$ cat src/iat_pkg.sv
`timescale 1ns / 1ps
`default_nettype none
// ---------------------------------------------------------------------------
// iat_pkg
// Shared types, register indexes, reset values and the advance step table
// of the ignition advance timer.
// ---------------------------------------------------------------------------
package iat_pkg;

  localparam int unsigned PulsesPerRevDefault = 2;

  // register file
  localparam int unsigned CfgIdxW  = 2;
  localparam int unsigned CfgDataW = 20;
  localparam logic [CfgIdxW-1:0] CFG_REV_LIMIT  = 2'd0;
  localparam logic [CfgIdxW-1:0] CFG_TDC_EXIT   = 2'd1;
  localparam logic [CfgIdxW-1:0] CFG_SLOW       = 2'd2;
  localparam logic [CfgIdxW-1:0] CFG_TDC_COIL   = 2'd3;

  localparam logic [19:0] RevLimitReset = 20'd12000;
  localparam logic [7:0]  TdcExitReset  = 8'd100;
  localparam logic [19:0] SlowReset     = 20'd100000;
  localparam logic [15:0] TdcCoilReset  = 16'd4000;

  typedef enum logic [1:0] {
    ACT_IGNORE      = 2'd0,
    ACT_TDC_SPARK   = 2'd1,
    ACT_TIMED_SPARK = 2'd2,
    ACT_REV_HOLD    = 2'd3
  } iat_action_e;

  typedef struct packed {
    iat_action_e  action;
    logic [15:0]  spark_delay_us;
    logic [28:0]  coil_off_us;
    logic         tdc_mode;
    logic [31:0]  period_us;
  } iat_result_t;

  // advance steps: first limit above the period selects the delay
  localparam int unsigned NumSteps = 25;

  localparam logic [31:0] StepLimit [NumSteps] = '{
    32'd12000,  32'd12500,  32'd13043,  32'd13636,  32'd14286,  32'd15000,
    32'd15789,  32'd16667,  32'd17647,  32'd18750,  32'd20000,  32'd21429,
    32'd23077,  32'd25000,  32'd27273,  32'd30000,  32'd33333,  32'd37500,
    32'd42857,  32'd50000,  32'd60000,  32'd75000,  32'd100000, 32'd150000,
    32'd300000
  };

  localparam logic [15:0] StepDelay [NumSteps] = '{
    16'd1393,  16'd1456,  16'd1523,  16'd1597,  16'd1678,  16'd1767,
    16'd1865,  16'd1974,  16'd2096,  16'd2233,  16'd2483,  16'd2668,
    16'd2881,  16'd3129,  16'd3423,  16'd3975,  16'd4504,  16'd5165,
    16'd6014,  16'd7147,  16'd8733,  16'd11233, 16'd15400, 16'd23733,
    16'd48733
  };

  typedef struct packed {
    logic        hit;
    logic [15:0] delay;
  } iat_step_t;

  // Parallel compares, lowest step wins; no hit above the last limit.
  function automatic iat_step_t step_lookup(input logic [31:0] period);
    iat_step_t res;
    res.hit   = 1'b0;
    res.delay = '0;
    for (int i = NumSteps - 1; i >= 0; i--) begin
      if (period < StepLimit[i]) begin
        res.hit   = 1'b1;
        res.delay = StepDelay[i];
      end
    end
    return res;
  endfunction

endpackage
`default_nettype wire

$ cat src/iat_in_reg.sv
`timescale 1ns / 1ps
`default_nettype none
// ---------------------------------------------------------------------------
// iat_in_reg
// Input register: captures one edge request and holds it until the core
// takes it.
// ---------------------------------------------------------------------------
module iat_in_reg import iat_pkg::*; (
  input  wire logic        clk_i,
  input  wire logic        rst_ni,
  input  wire logic        in_valid_i,
  output logic             in_ready_o,
  input  wire logic [31:0] time_us_i,
  input  wire logic        edge_rising_i,
  input  wire logic        take_i,
  output logic             item_valid_o,
  output logic [31:0]      item_time_o,
  output logic             item_rising_o
);

  logic        valid_q, valid_d;
  logic [31:0] time_q;
  logic        rising_q;

  assign in_ready_o = !valid_q || take_i;

  always_comb begin
    valid_d = valid_q;
    if (in_ready_o) begin
      valid_d = in_valid_i;
    end
  end

  always_ff @(posedge clk_i or negedge rst_ni) begin
    if (!rst_ni) begin
      valid_q <= 1'b0;
    end else begin
      valid_q <= valid_d;
    end
  end

  always_ff @(posedge clk_i) begin
    if (in_ready_o && in_valid_i) begin
      time_q   <= time_us_i;
      rising_q <= edge_rising_i;
    end
  end

  assign item_valid_o  = valid_q;
  assign item_time_o   = time_q;
  assign item_rising_o = rising_q;

endmodule
`default_nettype wire

$ cat src/iat_core.sv
`timescale 1ns / 1ps
`default_nettype none
// ---------------------------------------------------------------------------
// iat_core
// Mode control, period measurement and advance lookup for one edge, with
// the engine state, the register file and the result register.
// ---------------------------------------------------------------------------
module iat_core import iat_pkg::*; #(
  parameter int unsigned PULSES_PER_REV = PulsesPerRevDefault
) (
  input  wire logic                clk_i,
  input  wire logic                rst_ni,
  input  wire logic                cfg_we_i,
  input  wire logic [CfgIdxW-1:0]  cfg_idx_i,
  input  wire logic [CfgDataW-1:0] cfg_wdata_i,
  input  wire logic                item_valid_i,
  input  wire logic [31:0]         item_time_i,
  input  wire logic                item_rising_i,
  output logic                     take_o,
  output logic                     out_valid_o,
  input  wire logic                out_ready_i,
  output iat_result_t              result_o
);

  localparam int unsigned PetalW = (PULSES_PER_REV > 1) ? $clog2(PULSES_PER_REV) : 1;
  localparam logic [PetalW:0] PetalWrap = (PetalW + 1)'(PULSES_PER_REV);

  // register file
  logic [19:0] rev_limit_q, slow_q;
  logic [7:0]  tdc_exit_q;
  logic [15:0] tdc_coil_q;

  always_ff @(posedge clk_i or negedge rst_ni) begin
    if (!rst_ni) begin
      rev_limit_q <= RevLimitReset;
      tdc_exit_q  <= TdcExitReset;
      slow_q      <= SlowReset;
      tdc_coil_q  <= TdcCoilReset;
    end else if (cfg_we_i) begin
      unique case (cfg_idx_i)
        CFG_REV_LIMIT: rev_limit_q <= cfg_wdata_i;
        CFG_TDC_EXIT:  tdc_exit_q  <= cfg_wdata_i[7:0];
        CFG_SLOW:      slow_q      <= cfg_wdata_i;
        CFG_TDC_COIL:  tdc_coil_q  <= cfg_wdata_i[15:0];
        default: ;
      endcase
    end
  end

  // engine state
  logic              tdc_q, tdc_d;
  logic [7:0]        pulse_q, pulse_d;
  logic [PetalW-1:0] petal_q, petal_d;
  logic [31:0]       last_q, last_d;
  logic [31:0]       period_q, period_d;
  logic [15:0]       adv_q, adv_d;
  logic [28:0]       dwell_q, dwell_d;

  logic              out_valid_q;
  iat_result_t       res_q, res_d;

  logic              out_free;
  logic              act_edge;
  logic [8:0]        cnt;
  logic [PetalW:0]   petal_nx;
  logic [31:0]       span;
  iat_step_t         step;

  assign out_free = !out_valid_q || out_ready_i;
  assign take_o   = item_valid_i && out_free;

  assign act_edge = tdc_q ? !item_rising_i : item_rising_i;
  assign cnt      = {1'b0, pulse_q} + 9'd1;
  assign petal_nx = {1'b0, petal_q} + {{PetalW{1'b0}}, 1'b1};
  assign span     = item_time_i - last_q;
  assign step     = step_lookup(span);

  always_comb begin
    tdc_d    = tdc_q;
    pulse_d  = pulse_q;
    petal_d  = petal_q;
    last_d   = last_q;
    period_d = period_q;
    adv_d    = adv_q;
    dwell_d  = dwell_q;

    res_d.action         = ACT_IGNORE;
    res_d.spark_delay_us = '0;
    res_d.coil_off_us    = '0;

    if (act_edge) begin
      if (tdc_q) begin
        res_d.action      = ACT_TDC_SPARK;
        res_d.coil_off_us = {13'd0, tdc_coil_q};
        // leave TDC mode once the count passes the exit setting
        if (cnt > {1'b0, tdc_exit_q}) begin
          tdc_d   = 1'b0;
          pulse_d = '0;
        end else begin
          pulse_d = cnt[7:0];
        end
      end else if (period_q > {12'd0, rev_limit_q}) begin
        res_d.action         = ACT_TIMED_SPARK;
        res_d.spark_delay_us = adv_q;
        res_d.coil_off_us    = dwell_q;
      end else begin
        res_d.action = ACT_REV_HOLD;
      end

      // one full rotation completes every PULSES_PER_REV active edges
      if (petal_nx < PetalWrap) begin
        petal_d = petal_nx[PetalW-1:0];
      end else begin
        petal_d  = '0;
        period_d = span;
        last_d   = item_time_i;
        dwell_d  = span[31:3];
        if (span > {12'd0, slow_q}) begin
          tdc_d = 1'b1;
        end
        if (step.hit) begin
          adv_d = step.delay;
        end
      end
    end

    res_d.tdc_mode  = tdc_d;
    res_d.period_us = period_d;
  end

  always_ff @(posedge clk_i or negedge rst_ni) begin
    if (!rst_ni) begin
      tdc_q       <= 1'b1;
      pulse_q     <= '0;
      petal_q     <= '0;
      last_q      <= '0;
      period_q    <= '0;
      adv_q       <= '0;
      dwell_q     <= '0;
      out_valid_q <= 1'b0;
    end else begin
      if (take_o) begin
        tdc_q    <= tdc_d;
        pulse_q  <= pulse_d;
        petal_q  <= petal_d;
        last_q   <= last_d;
        period_q <= period_d;
        adv_q    <= adv_d;
        dwell_q  <= dwell_d;
      end
      if (out_free) begin
        out_valid_q <= item_valid_i;
      end
    end
  end

  always_ff @(posedge clk_i) begin
    if (take_o) begin
      res_q <= res_d;
    end
  end

  assign out_valid_o = out_valid_q;
  assign result_o    = res_q;

endmodule
`default_nettype wire

$ cat src/ignition_advance_timer.sv
`timescale 1ns / 1ps
`default_nettype none
// ---------------------------------------------------------------------------
// ignition_advance_timer
// Ignition timing from timestamped crank-sensor edges.
//
// Each edge request (time_us_i, edge_rising_i) on the in_valid_i/in_ready_o
// channel yields exactly one result on out_valid_o/out_ready_i: the action,
// spark delay, coil-off time, mode after the edge and the latest period.
// A request accepted at a clock edge is registered in the input register,
// processed by the core and its result held in the result register, from
// which it is offered. One request per cycle is sustained while the
// receiver takes results; the limit is the state update in the core, which
// reads the state the previous request left behind.
// While the receiver stalls the result register holds its item, the input
// register still takes one more request, and in_ready_o drops only when
// both are full. Reset starts the block in TDC mode with zero period,
// delay and coil-off time and loads the register defaults. The user writes
// registers through cfg_we_i/cfg_idx_i/cfg_wdata_i while no request is in
// flight; the block itself does not enforce this.
// ---------------------------------------------------------------------------
module ignition_advance_timer import iat_pkg::*; #(
  parameter int unsigned PULSES_PER_REV = PulsesPerRevDefault
) (
  input  wire logic                clk_i,
  input  wire logic                rst_ni,
  input  wire logic                cfg_we_i,
  input  wire logic [CfgIdxW-1:0]  cfg_idx_i,
  input  wire logic [CfgDataW-1:0] cfg_wdata_i,
  input  wire logic                in_valid_i,
  output logic                     in_ready_o,
  input  wire logic [31:0]         time_us_i,
  input  wire logic                edge_rising_i,
  output logic                     out_valid_o,
  input  wire logic                out_ready_i,
  output logic [1:0]               action_o,
  output logic [15:0]              spark_delay_us_o,
  output logic [28:0]              coil_off_us_o,
  output logic                     tdc_mode_o,
  output logic [31:0]              period_us_o
);

  logic        take;
  logic        item_valid;
  logic [31:0] item_time;
  logic        item_rising;
  iat_result_t result;

  iat_in_reg u_in_reg (
    .clk_i         (clk_i),
    .rst_ni        (rst_ni),
    .in_valid_i    (in_valid_i),
    .in_ready_o    (in_ready_o),
    .time_us_i     (time_us_i),
    .edge_rising_i (edge_rising_i),
    .take_i        (take),
    .item_valid_o  (item_valid),
    .item_time_o   (item_time),
    .item_rising_o (item_rising)
  );

  iat_core #(
    .PULSES_PER_REV (PULSES_PER_REV)
  ) u_core (
    .clk_i         (clk_i),
    .rst_ni        (rst_ni),
    .cfg_we_i      (cfg_we_i),
    .cfg_idx_i     (cfg_idx_i),
    .cfg_wdata_i   (cfg_wdata_i),
    .item_valid_i  (item_valid),
    .item_time_i   (item_time),
    .item_rising_i (item_rising),
    .take_o        (take),
    .out_valid_o   (out_valid_o),
    .out_ready_i   (out_ready_i),
    .result_o      (result)
  );

  assign action_o         = result.action;
  assign spark_delay_us_o = result.spark_delay_us;
  assign coil_off_us_o    = result.coil_off_us;
  assign tdc_mode_o       = result.tdc_mode;
  assign period_us_o      = result.period_us;

endmodule
`default_nettype wire

$ cat config.mk
export PLATFORM = sky130hd
export DESIGN_NAME = ignition_advance_timer
export DESIGN_NICKNAME = d
export VERILOG_FILES = /design/src/iat_pkg.sv /design/src/iat_in_reg.sv /design/src/iat_core.sv /design/src/ignition_advance_timer.sv
export SDC_FILE = /design/constraint.sdc
export NUM_CORES = 1
export LEC_CHECK = 0
export BUFFER_PORTS_ARGS = -buffer_cell sky130_fd_sc_hd__buf_2
export CAP_MARGIN = 20
export CORE_MARGIN = 2
export CORE_UTILIZATION = 40
export CTS_CLUSTER_SIZE = 24
export DETAILED_ROUTE_END_ITERATION = 8
export PLACE_DENSITY = 0.67
export SYNTH_ARGS = -nofsm -noshare
export SYNTH_HDL_FRONTEND = slang
export SYNTH_HIERARCHICAL = 1
export SYNTH_SLANG_ARGS = --single-unit
$ cat constraint.sdc
create_clock -name clk_i -period 11.3 [get_ports clk_i]
set_clock_uncertainty 0.1 [all_clocks]
set_input_delay 0.565 -clock clk_i [delete_from_list [all_inputs] [get_ports clk_i]]
set_output_delay 0.565 -clock clk_i [all_outputs]
set_load 0.03 [all_outputs]
==> impl_metrics.toml, run 1 <==
[routing]
highest_layer = "met4"
remaining_drc_errors = 0
m1WireLength_um = 20170
detail-route-antenna-nets = 0
viasPerCell = 5.538
drt_wl_total_um = 44240
num_vias = 13004
met2RoutedLength_um = 20950
drt_iter0_markers = 968
average_wire_per_cell_in_the_routed_design_um = 18.84
routed-wl-met3_um = 2368
drt-pass1-iter-count = 5

[cells_and_area]
final_area_mm2 = 0.01881
regArea_mm2 = 0.008051
nets = 1930
diodes = 0
layout-area-overhead-vs-synth_pct = 13.90
filler_cell_count = 3830
layout.cells.non_filler = 2348
post_route_cells_drive_above_1_share = 0.1872
multi_input_comb_area_mm2 = 0.007699
utilization = 0.4607

[worst_hold_path]
min_path_type = "in2reg"

[cts]
clkLatencyLatePin_ns = 0.56
postCtsResizedCells = 0
root_buffer = "clkbuf_16"
clock_tree.htree_level_count = 2
tritoncts = "built"
cts-buffers-inserted = 35
tritoncts_num_sinks = 298
clock_tree.buffer_depth = 3
clock_transition_at_the_register_clock_pins_on_the_worst_setup_and_hold_paths_after_cts_ns = 0.06

[critical_path]
r2r_slack_ns = 6.32
worstSetupPathType = "reg2reg"
r2r-end = "u_core/result_o[32]$_DFFE_PP_"
critical_path.endpoint = "u_core/result_o[32]$_DFFE_PP_"
worst_setup_path_start_kind = "flip-flop"
cp_data_arrival_time_ns = 5.14
timing.critical_path.to_type = "flip-flop"
r2r.worst_path.cells = 16
crit_start = "u_in_reg/item_time_o[18]$_DFFE_PP_"
worst-endpoint-required_ns = 11.46
rr_startpoint = "u_in_reg/item_time_o[18]$_DFFE_PP_"
timing.critical_path.fanout_max = 11

[timing]
slew_at_the_pin_closest_to_its_max_slew_limit_ns = 1.284
fmax_ghz = 0.2010
finalHoldViolCount = 0
grt_setup_unrepaired = "false"
report.final.setup_viol = 0
final.period_utilization = 0.4404
minimum_clock_period_ns = 4.976
timing.slew.headroom = 0.1333
slew_viol_final = 0
final_tns_setup_ns = 0

[pwr]
switching_share = 0.4684
power.density_mw_per_mm2 = 318.1
seq_power_share = 0.275
leakage_nw = 8.213
share_comb_of_total_power = 0.537
internal-power_mw = 3.180
irDropWorstVdd_mv = 0.1281
switchingPower_mw = 2.803
clock_share_of_power = 0.188
report.power.total_mw = 5.983

[yosys]
synth_area_mm2 = 0.01651
ys.warnings.count = 6
synth.avg_cell_area_um2 = 9.848
synthesis.instances = 1677
synth-main-ff-cell = "dfrtp_1"
syn_nets = 1818
portion_of_the_post_synthesis_area_used_by_sequential_elements = 0.4875
ys_seq_elements = 298
synth_edf_count = 113
yosysUniqueCellTypes = 103
ys_async_sr_fraction = 0.6208

[floorplanning]
core_region_area_mm2 = 0.04083
floorplan.io_pins = 142
num_rows = 74
floorplan.die_area_mm2 = 0.04293
die_w_um = 207.2
start_util = 0.4045
die-height_um = 207.2

[placed_design]
io_buffer_count = 141
dp.final_hpwl_um = 32540
finalWeightedCongestion = 0.8995
place_area_mm2 = 0.01764
placedCellCount = 2282

[global_route]
antenna_found_initial = 0
grt_pass1_vias = 12976
globalRouteTotalUtil = 0.2067
grt_max_degree = 93
grt_overflow = 0
grt_first_pass_wirelength_um = 71360

[job]
max_cap_viols = 0

[outcome]
outcome = "completed"
## worst min-delay path by stage
stage	to	slack [ns]	cells past startpoint	start
2_1_floorplan	u_core/adv_q[0]$_DFFE_PN0P_	0.17	0	rst_ni
3_3_place_gp	u_core/dwell_q[18]$_DFFE_PN0P_	0.36	2	u_core/dwell_q[18]$_DFFE_PN0P_
3_5_place_dp	u_core/dwell_q[26]$_DFFE_PN0P_	0.36	2	u_core/dwell_q[26]$_DFFE_PN0P_
4_1_cts	u_in_reg/item_time_o[12]$_DFFE_PP_	0.06	1	time_us_i[12]
5_1_grt	u_in_reg/item_time_o[22]$_DFFE_PP_	0.07	1	time_us_i[22]
6_report	u_in_reg/item_time_o[12]$_DFFE_PP_	0.08	1	time_us_i[12]
## cell type report
| cell class | instances | area share |
|---|---|---|
| sequential | 298 | 0.4280 |
| multi-input combinational | 1190 | 0.4093 |
| clock buffer | 47 | 0.05002 |
| timing repair buffer | 158 | 0.04516 |
| tap | 532 | 0.03539 |
| inverter | 106 | 0.02122 |
| clock inverter | 17 | 0.01091 |
## state kept, by name, summed over array words and instances (netlist names)
name	flops
u_core/dwell_q	29
u_core/petal_q	1
u_core/adv_q	16
u_core/slow_q	20
u_core/tdc_q	1
u_core/tdc_coil_q	16
u_core/pulse_q	8
u_core/tdc_exit_q	8
u_core/out_valid_o	1
u_core/result_o	80
u_in_reg/item_valid_o	1
u_core/rev_limit_q	20
u_in_reg/item_time_o	32
u_in_reg/item_rising_o	1
u_core/last_q	32
u_core/period_q	32
## critical path, stage by stage, from the launching register on
cell	delay, ns
edfxtp_1	0.40
ha_1	0.44
a21oi_1	0.29
o21ai_1	0.19
or2_2	0.33
o311ai_0	0.27
or4_1	0.47
clkinv_1	0.52
ha_1	0.48
nand2_1	0.07
or2_2	0.30
nor3_1	0.17
nand2_1	0.07
nor2_1	0.12
a211oi_1	0.07
a21oi_1	0.26
o22ai_1	0.11
## layout by cell type (no fill, tap or decap), types with 7 or more instances in the layout
cell type and n:
dfrtp_1 162, nor3_1 33, o21ai_1 11, nor2b_1 7, dfstp_2 23, clkbuf_1 10, nor2_1 85, buf_4 15
nand2b_1 12, nor4_1 12, nand3_1 26, a22o_1 19, clkinv_1 9, ha_1 80, a211oi_1 16, a21o_1 34
inv_1 95, o21a_1 15, and2_1 40, o21ai_0 163, nand2_1 256, a21oi_1 72, edfxtp_1 113, and4_1 8
nand4_1 27, a31oi_1 11, and3_1 7, mux2_2 53, buf_2 140, o31ai_1 13, or2_2 9, o211ai_1 12
xnor2_1 14, clkbuf_16 35, xor2_1 9
## per-layer routing
layer,vias to the layer above,global-route usage
met2,352,0.3347
met3,54,0.03563
met5,-,0
met4,0,0.05049
li1,6293,-
met1,6305,0.2889
## power groups by stage
| stage | combinational, mW | clock (mW) | sequential [mW] |
|---|---|---|---|
| after CTS | 3.18 | 1.15 | 1.65 |
| after global routing | 3.53 | 1.20 | 1.68 |
| after global placement | 3.13 | 0 | 1.65 |
| after floorplan | 2.13 | 0 | 1.78 |
| after detailed placement | 3.16 | 0 | 1.67 |
| final | 3.21 | 1.12 | 1.65 |
## what timing repair did
item	4_1_cts	5_1_grt
endpoints found under the setup margin	0	0
buffers inserted	0	0
hold buffers	1	0
hold endpoints to repair	67	0
## kinds of logic (layout without fill, tap and decap cells)
kind of cell | count (synthesis) | count (layout) | share of synthesized area
AOI/OAI and AO/OA | 468 | 468 | 0.1880
DFF | 298 | 298 | 0.4875
adders and majority gates | 81 | 81 | 0.06182
and+or+nand+nor | 563 | 563 | 0.1655
buffers and inverters | 189 | 328 | 0.04750
muxes | 55 | 55 | 0.03735
xor gates and xnor gates | 23 | 23 | 0.01220
## through the flow
stage / hold slack (ns) / setup slack, ns
final: 0.08455 / 6.324
after global routing: 0.07314 / 6.022
after CTS: 0.06300 / 6.398
after detailed placement: 0.3553 / 6.428
after global placement: 0.3558 / 6.537
after floorplan: 0.1694 / 6.897
## Yosys cell counts (all sizes together) (6+ instances only)
| master | n | area share |
|---|---|---|
| a211o | 6 | 0.0032 |
| a211oi | 17 | 0.0080 |
| a21o | 34 | 0.015 |
| a21oi | 76 | 0.024 |
| a22o | 19 | 0.010 |
| a311oi | 6 | 0.0046 |
| a31o | 7 | 0.0037 |
| a31oi | 12 | 0.0049 |
| and2 | 41 | 0.016 |
| and3 | 7 | 0.0027 |
| and4 | 8 | 0.0042 |
| buf | 31 | 0.012 |
| clkbuf | 52 | 0.012 |
| dfrtp | 162 | 0.25 |
| dfstp | 23 | 0.037 |
| edfxtp | 113 | 0.21 |
| ha | 80 | 0.061 |
| inv | 101 | 0.023 |
| mux2 | 53 | 0.036 |
| nand2 | 258 | 0.059 |
| nand2b | 15 | 0.0061 |
| nand3 | 28 | 0.0095 |
| nand4 | 28 | 0.012 |
| nor2 | 87 | 0.020 |
| nor2b | 8 | 0.0030 |
| nor3 | 35 | 0.011 |
| nor4 | 16 | 0.0086 |
| o211ai | 13 | 0.0062 |
| o21a | 15 | 0.0068 |
| o21ai | 175 | 0.053 |
| o311ai | 6 | 0.0032 |
| o31ai | 13 | 0.0059 |
| or2 | 11 | 0.0042 |
| or3 | 7 | 0.0030 |
| xnor2 | 14 | 0.0074 |
| xor2 | 9 | 0.0048 |
Note: power is estimated with default switching activity, not from simulation.
==> run 2: changes to the inputs <==
--- a/config.mk
+++ b/config.mk
@@ -5,6 +5,7 @@
 export SDC_FILE = /design/constraint.sdc
 export NUM_CORES = 1
 export LEC_CHECK = 0
+export ABC_AREA = 1
 export BUFFER_PORTS_ARGS = -buffer_cell sky130_fd_sc_hd__buf_2
 export CAP_MARGIN = 20
 export CORE_MARGIN = 2
==> constraint.sdc (replaced) <==
create_clock -name clk_i -period 4.8 [get_ports clk_i]
set_clock_uncertainty 0.1 [all_clocks]
set_input_delay 0.24 -clock clk_i [delete_from_list [all_inputs] [get_ports clk_i]]
set_output_delay 0.24 -clock clk_i [all_outputs]
set_load 0.03 [all_outputs]
==> run 2 against run 1 <==
  * Global-route usage rose by 1.8 points
  * Setup slack got worse by 5.9 ns
  * Synthesized cell count rose by 28%
  * Flip-flop and latch count did not move
  * Cell area rose by 4.9%
  * Largest power group unchanged
  * Highest routed layer unchanged
==> impl_metrics.toml, run 2 <==
[timing]
report.final.setup_viol = 0
slew_viol_final = 0
minimum_clock_period_ns = 4.409
finalHoldViolCount = 0
final_tns_setup_ns = 0
setup_slack_ns = 0.3907
timing.slew.headroom = 0.3353
hold-worst-slack_ns = 0.1053
slew_at_the_pin_closest_to_its_max_slew_limit_ns = 0.9970
fmax_ghz = 0.2268
grt_setup_unrepaired = "false"
final.period_utilization = 0.9186

[cts]
clock_tree.buffer_depth = 3
cts_setup_buffers = 0
root_buffer = "clkbuf_16"
tritoncts = "built"
clock_tree.htree_level_count = 2
clock_transition_at_the_register_clock_pins_on_the_worst_setup_and_hold_paths_after_cts_ns = 0.06
clkLatencyLatePin_ns = 0.55
cts-buffers-inserted = 34
tritoncts_num_sinks = 298

[routing]
average_wire_per_cell_in_the_routed_design_um = 16.44
drt_wl_total_um = 47760
num_vias = 14566
drt-pass1-iter-count = 5
viasPerCell = 5.014
detail-route-antenna-nets = 0
drt_iter0_markers = 910
remaining_drc_errors = 0

[yosys]
synth.avg_cell_area_um2 = 7.804
synth-xor-area-share = 0.005088
synthAdderAreaFrac = 0.06105
ys_seq_elements = 298
yosysTopAreaCellShare = 0.2424
synth.top_cells.by_area = "dfrtp_1, edfxtp_1, nand2_1"
yosysUniqueCellTypes = 57
synth-main-ff-cell = "dfrtp_1"
netlist.top_cell.by_area = "dfrtp_1"
synthesis.instances = 2143
yosys-mux-area-fraction = 0
synth_top_family_by_area = "simple AND/OR/NAND/NOR gates"
synth_area_mm2 = 0.01672
synth_compound_area_frac = 0.1091
syn_nets = 2284
ys.warnings.count = 6
synth_edf_count = 113
post-synth-top-count-cell = "nand2_1"
ys_async_sr_fraction = 0.6208
synth-simple-area-share = 0.2485
portion_of_the_post_synthesis_area_used_by_sequential_elements = 0.4814
yosys-top-cells-count = "nand2_1, inv_1, o21ai_0, dfrtp_1, nor2_1"

[pwr]
power.density_mw_per_mm2 = 710.5
report.power.total_mw = 14.02
irDropWorstVdd_mv = 0.3144
leakage_nw = 9.874

[cells_and_area]
most-common-layout-cells = "nand2_1, inv_1, o21ai_0"
final_area_mm2 = 0.01974
largest_reg_flops = 80
utilization = 0.4812
layout-area-overhead-vs-synth_pct = 18.03
diodes = 0
layout.cells.non_filler = 2905
final_common_cell = "nand2_1"
post_route_cells_drive_above_1_share = 0.1311
nets = 2488

[critical_path]
worst_setup_path_start_kind = "flip-flop"
timing.critical_path.to_type = "flip-flop"
worst-endpoint-required_ns = 4.99
critical_path.most_common_cell = "nand2_1"
worstSetupPathType = "reg2reg"
timing.critical_path.fanout_max = 8
r2r.worst_path.cells = 25
critPathTopFamily = "simple AND/OR/NAND/NOR gates"
crit_slowest_cell = "a21oi_1"
path_depth = 25
worst_path_largest_cell_delay_ns = 0.43
critical_path.n_buffers_inverters = 3
cp_data_arrival_time_ns = 4.59

[global_route]
antenna_found_initial = 0
grt_pass1_vias = 14506
grt_first_pass_wirelength_um = 77020
globalRouteTotalUtil = 0.2246
grt_overflow = 0
grt_max_degree = 129

[floorplanning]
start_util = 0.4077
die-height_um = 208.5
core_region_area_mm2 = 0.04102
num_rows = 74
floorplan.die_area_mm2 = 0.04346
floorplan.io_pins = 142
die_w_um = 208.5

[job]
max_cap_viols = 0

[worst_hold_path]
min_path_type = "in2reg"
min_path_cells = 4

[placed_design]
place_area_mm2 = 0.01807
finalWeightedCongestion = 0.9277
dp.final_hpwl_um = 35800
pre_cts_ws_ns = 0.1102
placedCellCount = 2785
io_buffer_count = 141

[outcome]
outcome = "completed"
run 2: worst reg2reg max path: stages, from the launching register on:
cell and delay (ns):
edfxtp_1 0.42, ha_1 0.42, nand2_1 0.08, nand2_1 0.08, inv_1 0.04, nand2_1 0.11, nand2_1 0.08, nand2_1 0.14
nand2_1 0.09, nand2_1 0.16, nand2_1 0.11, nand2_2 0.21, inv_2 0.16, ha_1 0.31, nand2_1 0.08, inv_1 0.05
nand3_1 0.08, nor3_2 0.06, nand2_1 0.07, o2111ai_1 0.10, a21oi_1 0.20, o21ai_0 0.11, o41ai_1 0.07, o21ai_0 0.22
a21oi_1 0.43, o21ai_1 0.16
run 2: power breakdown:
| group | internal, mW | switching [mW] |
|---|---|---|
| Combinational | 2.13 | 5.46 |
| Sequential | 3.61 | 0.369 |
| Clock | 1.39 | 1.07 |
| Total | 7.12 | 6.90 |
run 2: final timing paths:
check                                             startpoint                                end  slack, ns
max in group asynchronous                             rst_ni   u_core/tdc_coil_q[2]$_DFFE_PN0P_       3.15
setup / recovery           u_in_reg/item_time_o[2]$_DFFE_PP_      u_core/result_o[32]$_DFFE_PP_       0.39
setup reg to reg           u_in_reg/item_time_o[2]$_DFFE_PP_      u_core/result_o[32]$_DFFE_PP_       0.39
min in group asynchronous                             rst_ni  u_in_reg/item_valid_o$_DFFE_PN0P_       0.24
hold reg to reg                   u_core/petal_q$_DFFE_PN0P_         u_core/petal_q$_DFFE_PN0P_       0.36
hold / removal                                  cfg_idx_i[1]   u_core/tdc_coil_q[5]$_DFFE_PN1P_       0.11
run 2: what timing repair did:
action / 4_1_cts / 5_1_grt
endpoints found under the setup margin: 0 / 2
endpoints found under the hold margin: 189 / 0
resized for setup: 0 / 3
hold buffers: 56 / 0
run 2: per-layer routing:
metal  vias up  GRT usage  part of all wire
met5         -          0                 0
li1       7257          -                 -
met1      6848     0.3010              0.45
met3        84    0.03125             0.048
met2       377     0.3720              0.47
met4         0    0.08137             0.033
run 2: cell type report:
type,instances,area [um^2]
Tap cell,532,665.6
Sequential cell,298,8051
Inverter,375,1409
Clock buffer,49,937.1
Fill cell,4049,21280
Timing Repair Buffer,213,1445
Clock inverter,13,117.6
Multi-Input combinational cell,1425,7113
run 2: cells by family (layout without fill, tap and decap cells):
family / Yosys count / after routing
buffers and inverters: 420 / 650
AND/OR/NAND/NOR: 997 / 997
adder cells (fa/ha/maj): 81 / 81
AO/OA/AOI/OAI: 339 / 339
flip-flops: 298 / 298
XOR/XNOR: 8 / 8
